===== config.mk =====
export PLATFORM = sky130hd
export DESIGN_NAME = lifo_stack_with_offset_access_top
export DESIGN_NICKNAME = d
export VERILOG_FILES = /design/src/design/lsoa_pkg.sv /design/src/design/lsoa_ram.sv /design/src/design/lsoa_ctrl.sv /design/src/design/lsoa_dpath.sv /design/src/design/lifo_stack_with_offset_access_top.sv
export SDC_FILE = /design/constraint.sdc
export NUM_CORES = 2
export LEC_CHECK = 0
export BUFFER_PORTS_ARGS = -buffer_cell sky130_fd_sc_hd__buf_4
export CAP_MARGIN = 30
export CELL_PAD_IN_SITES_DETAIL_PLACEMENT = 1
export CELL_PAD_IN_SITES_GLOBAL_PLACEMENT = 2
export CORE_UTILIZATION = 34
export DETAILED_ROUTE_END_ITERATION = 10
export PLACE_DENSITY_LB_ADDON = 0.1
export SKIP_CTS_REPAIR_TIMING = 1
export SLEW_MARGIN = 20
export SYNTH_ARGS = -nofsm -noshare
export SYNTH_HDL_FRONTEND = slang
export SYNTH_SLANG_ARGS = --single-unit

===== constraint.sdc =====
create_clock -name clk -period 8 [get_ports clk]
set_input_delay 0.8 -clock clk [delete_from_list [all_inputs] [get_ports clk]]
set_output_delay 0.8 -clock clk [all_outputs]
set_load 0.02 [all_outputs]

===== src/design/lsoa_pkg.sv =====
// Types and codes shared by the stack controller, datapath and top level.
// No dependencies.
package lsoa_pkg;

    typedef enum logic [1:0] {
        OP_PUSH   = 2'd0,
        OP_POP    = 2'd1,
        OP_PEEK   = 2'd2,
        OP_CHANGE = 2'd3
    } opcode_t;

    typedef enum logic [1:0] {
        ST_OK       = 2'd0,
        ST_OVERFLOW = 2'd1,
        ST_EMPTY    = 2'd2,
        ST_RANGE    = 2'd3
    } status_t;

    localparam int unsigned WordW  = 32;
    localparam int unsigned OffW   = 7;
    localparam int unsigned IndexW = 7;
    localparam int unsigned FillW  = 8;

    typedef struct packed {
        opcode_t                   opcode;
        logic signed [WordW-1:0]   value;
        logic [OffW-1:0]           offset;
    } req_t;

    typedef struct packed {
        logic signed [WordW-1:0]   data;
        status_t                   status;
        logic [IndexW-1:0]         entry_index;
        logic [FillW-1:0]          fill_count;
    } rsp_t;

    // controller to datapath
    typedef struct packed {
        logic load;   // capture request
        logic exec;   // decide, touch storage, update count
    } cmd_t;

endpackage


===== src/design/lsoa_ram.sv =====
// Generic single-port RAM, one write or one read per cycle, registered read data.
// No dependencies.
module lsoa_ram #(
    parameter int unsigned WIDTH = 32,
    parameter int unsigned DEPTH = 128
) (
    input  logic                     clk,
    input  logic                     we,
    input  logic                     re,
    input  logic [$clog2(DEPTH)-1:0] addr,
    input  logic [WIDTH-1:0]         wdata,
    output logic [WIDTH-1:0]         rdata
);

    logic [WIDTH-1:0] mem [DEPTH];

    always_ff @(posedge clk)
    begin
        if (we)
        begin
            mem[addr] <= wdata;
        end
        if (re)
        begin
            rdata <= mem[addr];
        end
    end

endmodule


===== src/design/lsoa_ctrl.sv =====
// Stack controller: sequences each request through execute and result cycles.
// Depends on lsoa_pkg.
module lsoa_ctrl (
    input  logic          clk,
    input  logic          rst_n,
    input  logic          start,
    output logic          busy,
    output logic          done,
    output lsoa_pkg::cmd_t cmd
);
    import lsoa_pkg::*;

    typedef enum logic [1:0] {
        S_IDLE,
        S_EXEC,
        S_RESP
    } state_t;

    state_t state_reg;
    logic   done_reg;
    logic   accept;

    assign busy   = (state_reg == S_EXEC);
    assign accept = start && !busy;
    assign done   = done_reg;

    assign cmd.load = accept;
    assign cmd.exec = (state_reg == S_EXEC);

    always_ff @(posedge clk or negedge rst_n)
    begin
        if (!rst_n)
        begin
            state_reg <= S_IDLE;
            done_reg  <= 1'b0;
        end
        else
        begin
            done_reg <= 1'b0;
            unique case (state_reg)
                S_IDLE, S_RESP:
                begin
                    state_reg <= accept ? S_EXEC : S_IDLE;
                end
                S_EXEC:
                begin
                    state_reg <= S_RESP;
                    done_reg  <= 1'b1;
                end
                default:
                begin
                    state_reg <= S_IDLE;
                end
            endcase
        end
    end

`ifndef SYNTHESIS
    a_done_after_exec: assert property (@(posedge clk) disable iff (!rst_n)
        cmd.exec |=> done)
        else $error("result strobe missing after execute");
    a_done_only_after_exec: assert property (@(posedge clk) disable iff (!rst_n)
        !cmd.exec |=> !done)
        else $error("result strobe without execute");
    a_accept_leads_exec: assert property (@(posedge clk) disable iff (!rst_n)
        accept |=> cmd.exec)
        else $error("accepted request not executed");
`endif

endmodule


===== src/design/lsoa_dpath.sv =====
// Stack datapath: request register, fill count, bounds checks, RAM access, result fields.
// Depends on lsoa_pkg and lsoa_ram.
module lsoa_dpath #(
    parameter int unsigned DEPTH = 128
) (
    input  logic           clk,
    input  logic           rst_n,
    input  lsoa_pkg::cmd_t cmd,
    input  lsoa_pkg::req_t req,
    input  logic           done,
    output lsoa_pkg::rsp_t result
);
    import lsoa_pkg::*;

    localparam int unsigned AW = $clog2(DEPTH);
    localparam int unsigned CW = $clog2(DEPTH + 1);
    localparam int unsigned MW = (CW > OffW) ? CW : OffW;
    localparam int unsigned IW = (AW > IndexW) ? AW : IndexW;
    localparam int unsigned FW = (CW > FillW) ? CW : FillW;

    req_t             req_reg;
    logic [CW-1:0]    count_reg;
    logic [CW-1:0]    count_next;
    status_t          status_reg;
    status_t          status_next;
    logic [IndexW-1:0] idx_reg;
    logic [FillW-1:0] fill_reg;
    logic             rd_reg;

    logic             is_empty;
    logic             is_full;
    logic             off_bad;
    logic [MW-1:0]    off_idx;
    logic [AW-1:0]    addr;
    logic             ram_we;
    logic             ram_re;
    logic             ok;
    logic [WordW-1:0] rdata;
    logic [IW-1:0]    idx_w;
    logic [FW-1:0]    fill_w;

    assign is_empty = (count_reg == '0);
    assign is_full  = (count_reg == CW'(DEPTH));
    assign off_bad  = (MW'(req_reg.offset) >= MW'(count_reg));
    // storage index of the entry "offset" below the top
    assign off_idx  = MW'(count_reg) - MW'(1) - MW'(req_reg.offset);

    always_comb
    begin
        status_next = ST_OK;
        count_next  = count_reg;
        addr        = off_idx[AW-1:0];
        unique case (req_reg.opcode)
            OP_PUSH:
            begin
                addr = count_reg[AW-1:0];
                if (is_full)
                begin
                    status_next = ST_OVERFLOW;
                end
                else
                begin
                    count_next = count_reg + CW'(1);
                end
            end
            OP_POP:
            begin
                // top entry; wraps correctly when the stack is full
                addr = count_reg[AW-1:0] - AW'(1);
                if (is_empty)
                begin
                    status_next = ST_EMPTY;
                end
                else
                begin
                    count_next = count_reg - CW'(1);
                end
            end
            OP_PEEK, OP_CHANGE:
            begin
                priority if (is_empty)
                begin
                    status_next = ST_EMPTY;
                end
                else if (off_bad)
                begin
                    status_next = ST_RANGE;
                end
                else
                begin
                    status_next = ST_OK;
                end
            end
            default:
            begin
                status_next = ST_OK;
            end
        endcase
    end

    assign ok     = (status_next == ST_OK);
    assign ram_we = cmd.exec && ok &&
                    ((req_reg.opcode == OP_PUSH) || (req_reg.opcode == OP_CHANGE));
    assign ram_re = cmd.exec && ok &&
                    ((req_reg.opcode == OP_POP) || (req_reg.opcode == OP_PEEK));

    assign idx_w  = ok ? IW'(addr) : '0;
    assign fill_w = FW'(count_next);

    always_ff @(posedge clk or negedge rst_n)
    begin
        if (!rst_n)
        begin
            count_reg <= '0;
        end
        else if (cmd.exec)
        begin
            count_reg <= count_next;
        end
    end

    always_ff @(posedge clk)
    begin
        if (cmd.load)
        begin
            req_reg <= req;
        end
        if (cmd.exec)
        begin
            status_reg            <= status_next;
            idx_reg               <= idx_w[IndexW-1:0];
            rd_reg                <= ram_re;
            fill_reg              <= fill_w[FillW-1:0];
        end
    end

    lsoa_ram #(
        .WIDTH (WordW),
        .DEPTH (DEPTH)
    ) u_ram (
        .clk   (clk),
        .we    (ram_we),
        .re    (ram_re),
        .addr  (addr),
        .wdata (req_reg.value),
        .rdata (rdata)
    );

    assign result.data        = (done && rd_reg) ? signed'(rdata) : '0;
    assign result.status      = status_reg;
    assign result.entry_index = idx_reg;
    assign result.fill_count  = fill_reg;

`ifndef SYNTHESIS
    a_count_bound: assert property (@(posedge clk) disable iff (!rst_n)
        count_reg <= CW'(DEPTH))
        else $error("fill count above depth");
    a_count_hold: assert property (@(posedge clk) disable iff (!rst_n)
        !cmd.exec |=> $stable(count_reg))
        else $error("fill count moved outside execute");
    a_ram_port: assert property (@(posedge clk) disable iff (!rst_n)
        !(ram_we && ram_re))
        else $error("RAM read and write in one cycle");
`endif

endmodule


===== src/design/lifo_stack_with_offset_access_top.sv =====
// LIFO stack with offset access. A request is taken when start is high and busy low;
// done is high in the cycle after the execute cycle. Each request has an execute cycle
// on the single storage RAM port, then a result cycle for the RAM's registered read.
// busy is high only in the execute cycle, so a new request is taken during done.
// Reset (rst_n, async, active low) empties the stack; storage is not cleared.
// Results cannot be stalled. Depends on lsoa_pkg, lsoa_ctrl, lsoa_dpath, lsoa_ram.
module lifo_stack_with_offset_access_top #(
    parameter int unsigned DEPTH = 128
) (
    input  logic           clk,
    input  logic           rst_n,
    input  logic           start,
    output logic           busy,
    input  lsoa_pkg::req_t req,
    output logic           done,
    output lsoa_pkg::rsp_t result
);
    import lsoa_pkg::*;

    cmd_t cmd;

    lsoa_ctrl u_ctrl (
        .clk   (clk),
        .rst_n (rst_n),
        .start (start),
        .busy  (busy),
        .done  (done),
        .cmd   (cmd)
    );

    lsoa_dpath #(
        .DEPTH (DEPTH)
    ) u_dpath (
        .clk    (clk),
        .rst_n  (rst_n),
        .cmd    (cmd),
        .req    (req),
        .done   (done),
        .result (result)
    );

endmodule


==> impl_metrics.prom <==
# TYPE chip_impl_metric gauge
chip_impl_info{name="postSynth.topFlopCell",value="sky130_fd_sc_hd__edfxtp_1"} 1
chip_impl_metric{name="drtIter0Drc",unit=""} 10353
chip_impl_metric{name="post_synth_inst_count",unit=""} 13213
chip_impl_metric{name="timing.final.crit_share",unit="%"} 72.9
chip_impl_metric{name="r2r_cells",unit=""} 14
chip_impl_metric{name="utilization",unit="%"} 39.5
chip_impl_metric{name="synthArstFlopShare",unit="%"} 0.238
chip_impl_metric{name="remaining_routing_drc_violations",unit=""} 0
chip_impl_metric{name="top_fanout_value_on_the_critical_path",unit=""} 28
chip_impl_metric{name="worstMarginPinSlew",unit="ps"} 1140
chip_impl_info{name="post-synth-top-count-cell",value="sky130_fd_sc_hd__edfxtp_1"} 1
chip_impl_info{name="critical_path.endpoint_type",value="flop"} 1
chip_impl_metric{name="hpwlAfterDp",unit="mm"} 357
chip_impl_metric{name="number_of_input_and_output_port_buffers_inserted",unit=""} 94
chip_impl_metric{name="timing.fmax",unit="MHz"} 171
chip_impl_info{name="status",value="finished clean"} 1
chip_impl_metric{name="power_density",unit="nW/um2"} 403
chip_impl_metric{name="number_of_global_route_vias_before_repair",unit=""} 113124
chip_impl_metric{name="grt.total_usage",unit="%"} 25.4
chip_impl_metric{name="clkSlewWorstSetupHoldPaths",unit="ps"} 60
chip_impl_metric{name="route.final.wire_length",unit="mm"} 640
chip_impl_metric{name="max-slew-margin-rel",unit="%"} 23.8
chip_impl_metric{name="floorplan.die.height",unit="um"} 702
chip_impl_metric{name="final_layout_size_suffix_gt1_share",unit="%"} 10.0
chip_impl_metric{name="cp_data_required_time",unit="ps"} 8690
chip_impl_metric{name="worst_clock_skew",unit="ps"} 45.2
chip_impl_metric{name="row_count",unit=""} 256
chip_impl_metric{name="clock_insertion_delay_worst_skew",unit="ps"} 1030
chip_impl_metric{name="ys_ff_latch",unit=""} 4197
chip_impl_metric{name="clock_sinks",unit=""} 4197
chip_impl_metric{name="vdd_drop_max",unit="V"} 0.000471
chip_impl_info{name="synth_top_cells_by_area",value="sky130_fd_sc_hd__edfxtp_1 (75%), sky130_fd_sc_hd__nand3_1 (9.5%), sky130_fd_sc_hd__nand2_1 (9.3%), sky130_fd_sc_hd__clkbuf_1 (1.4%), sky130_fd_sc_hd__buf_2 (0.50%)"} 1
chip_impl_info{name="crit-reg2reg-launch",value="u_dpath.count_reg[0]"} 1
chip_impl_metric{name="core",unit="um2"} 487000
chip_impl_info{name="worst_r2r_endpoint",value="u_dpath.u_ram.mem[58][9]"} 1
chip_impl_metric{name="post_synth_instance_area",unit="um2"} 167000
chip_impl_info{name="rsz0062_at_grt",value="false"} 1
chip_impl_metric{name="setup_total_negative_slack",unit="ps"} 0
chip_impl_metric{name="routed_wire_length_per_instance",unit="um"} 31.7
chip_impl_metric{name="grt_pass1_wl",unit="mm"} 891
chip_impl_metric{name="mean_number_of_vias_per_cell",unit=""} 5.49
chip_impl_info{name="timing.setup.critical_path_class",value="reg -> reg"} 1
chip_impl_metric{name="hold_violations",unit=""} 0
chip_impl_metric{name="layout_area_overhead",unit="%"} 15.4
chip_impl_metric{name="post_synth_num_cell_types",unit=""} 61
chip_impl_metric{name="fp.dieArea",unit="um2"} 493000
chip_impl_metric{name="yosysSeqAreaShare",unit="%"} 75.6
chip_impl_metric{name="start_util",unit="%"} 34.2
chip_impl_info{name="critPathLaunchType",value="flop"} 1
chip_impl_info{name="cts-root-buf",value="sky130_fd_sc_hd__clkbuf_16"} 1
chip_impl_metric{name="grt_max_degree",unit=""} 152
chip_impl_metric{name="final-setup-viol-count",unit=""} 0
chip_impl_metric{name="slew_violations",unit=""} 0
chip_impl_info{name="tritoncts",value="built"} 1
chip_impl_metric{name="io_pins",unit=""} 95
chip_impl_metric{name="global_route.overflow_total",unit=""} 0
chip_impl_metric{name="finalWeightedCongestion",unit=""} 0.799
chip_impl_info{name="synthDominantAreaCellType",value="sky130_fd_sc_hd__edfxtp_1"} 1
chip_impl_metric{name="fp.dieW",unit="um"} 702
chip_impl_metric{name="cap_viol_max_count",unit=""} 0
chip_impl_metric{name="layout.filler_cells",unit=""} 50285
chip_impl_metric{name="number_of_flops_mapped_to_enable_cells_by_yosys",unit=""} 4187
chip_impl_metric{name="power_leakage",unit="nW"} 65.1
chip_impl_metric{name="syn_nets",unit=""} 13278
chip_impl_info{name="timing.hold.worst.class",value="in -> async"} 1
chip_impl_metric{name="synth.avg_cell_area",unit="um2"} 12.6
chip_impl_metric{name="synth-warning-count",unit=""} 0
chip_impl_metric{name="detailroute.via_count",unit=""} 110820
chip_impl_metric{name="worst-endpoint-arrival",unit="ps"} 6520
chip_impl_metric{name="yosys.area.top_type_share",unit="%"} 75.4
chip_impl_metric{name="largest_register_ff_count",unit=""} 4096
chip_impl_metric{name="tritoncts_buffers",unit=""} 472
chip_impl_metric{name="reg2reg_slack",unit="ps"} 2170
chip_impl_metric{name="route.antenna.remaining_nets",unit=""} 0
chip_impl_metric{name="clk_path_buf_depth",unit=""} 4
chip_impl_metric{name="post-route-min-period",unit="ps"} 5830
chip_impl_metric{name="antenna_violations_before_repair",unit=""} 47
chip_impl_metric{name="finish.net_count",unit=""} 13391
chip_impl_info{name="ys_top_cells_by_count",value="sky130_fd_sc_hd__edfxtp_1 (4187), sky130_fd_sc_hd__nand2_1 (4141), sky130_fd_sc_hd__nand3_1 (3177), sky130_fd_sc_hd__clkbuf_1 (631), sky130_fd_sc_hd__buf_2 (166)"} 1
chip_impl_metric{name="clock_tree.htree_level_count",unit=""} 5
chip_impl_metric{name="detailedRoute.firstPassIterationCount",unit=""} 6
-- through the flow --
step	power (W)	cells	setup slack [ps]	instance area, um2	hold slack, ps
4_1_cts	0.0783	20114	2090	192000	-486
6_report	0.0774	20184	2170	192000	148
3_5_place_dp	0.0571	19252	2130	177000	434
2_1_floorplan	0.0413	13213	2190	167000	404
5_1_grt	0.0805	20167	1900	192000	107
3_3_place_gp	0.0564	19225	1700	176000	418
-- logic make-up (layout without fill, tap and decap cells) --
| family | count (synthesis) | in the layout | synth area share [%] |
|---|---|---|---|
| muxes | 6 | 6 | 0.0405 |
| xor gates and xnor gates | 6 | 6 | 0.0315 |
| and+or+nand+nor | 7660 | 7660 | 20.1 |
| adders and majority gates | 21 | 21 | 0.162 |
| buffers and inverters | 933 | 1434 | 2.26 |
| DFF | 4197 | 4197 | 75.6 |
| other | 0 | 20 | 0 |
| AOI/OAI and AO/OA | 390 | 390 | 1.80 |
-- metal layers --
layer | global-route usage [%] | vias up | share of wire [%]
li1 | - | 48250 | -
met1 | 34.7 | 59017 | 44
met3 | 2.63 | 757 | 4.3
met4 | 7.29 | 4 | 3.0
met5 | 0 | - | 0.055
met2 | 43.0 | 2792 | 49
-- worst max path at each step --
| stage | cells past startpoint | slack [ps] | from | endpoint |
|---|---|---|---|---|
| 3_5_place_dp | 14 | 2130 | u_dpath.count_reg[0] | u_dpath.u_ram.mem[58][9] |
| 6_report | 14 | 2170 | u_dpath.count_reg[0] | u_dpath.u_ram.mem[58][9] |
| 5_1_grt | 14 | 1900 | u_dpath.count_reg[0] | u_dpath.u_ram.mem[58][9] |
| 2_1_floorplan | 13 | 2190 | u_dpath.count_reg[0] | u_dpath.u_ram.mem[63][0] |
| 4_1_cts | 14 | 2090 | u_dpath.count_reg[0] | u_dpath.u_ram.mem[58][27] |
| 3_3_place_gp | 12 | 1700 | u_dpath.count_reg[0] | u_dpath.u_ram.rdata[22] |
-- cells in the final DEF (no fill, tap or decap), drive strengths merged, types with 6 or more instances in the layout --
cell type | synthesis | layout
o21ai | 16 | 16
nor2b | 6 | 6
a311oi | 73 | 73
dlygate4sd3 | 0 | 43
a21o | 8 | 8
buf | 280 | 507
clkinvlp | 0 | 10
o21a | 7 | 7
ha | 20 | 20
nor3 | 150 | 150
clkinv | 1 | 214
diode | 0 | 20
dfrtp | 10 | 10
nor2 | 22 | 22
edfxtp | 4187 | 4187
bufinv | 0 | 36
clkbuf | 631 | 593
inv | 21 | 31
and3 | 110 | 110
mux2 | 6 | 6
a31oi | 130 | 130
a41oi | 63 | 63
nand3 | 3177 | 3177
a32oi | 64 | 64
nand2 | 4142 | 4142
nor4 | 37 | 37
-- power breakdown --
group	switching, W	total, W	internal (W)
logic	0.0241	0.0315	0.00733
clock network	0.00903	0.0211	0.0121
registers	0.000197	0.0249	0.0247
-- final cells by class --
type | instances | area [um2] | area share, %
inverters | 22 | 82.6 | 0.0429
diodes | 20 | 50.0 | 0.0260
clock buffers | 593 | 12400 | 6.46
well taps | 6450 | 8070 | 4.20
repair buffers | 550 | 5390 | 2.80
clock inverters | 269 | 2310 | 1.20
multi-input cells | 8083 | 38000 | 19.8
flip-flops and latches | 4197 | 126000 | 65.5
-- worst max-delay path, stage by stage, from the launching register on --
cell	delay, ps
sky130_fd_sc_hd__dfrtp_1	510
sky130_fd_sc_hd__inv_1	240
sky130_fd_sc_hd__ha_1	350
sky130_fd_sc_hd__or3b_1	430
sky130_fd_sc_hd__xnor2_1	160
sky130_fd_sc_hd__ha_1	220
sky130_fd_sc_hd__or3_1	380
sky130_fd_sc_hd__o211ai_1	250
sky130_fd_sc_hd__nor3_1	90
sky130_fd_sc_hd__a311oi_2	760
sky130_fd_sc_hd__nand2b_4	580
sky130_fd_sc_hd__buf_4	500
sky130_fd_sc_hd__nor3_2	300
sky130_fd_sc_hd__buf_4	330
sky130_fd_sc_hd__buf_4	360
Note: power is estimated with default switching activity, not from simulation.
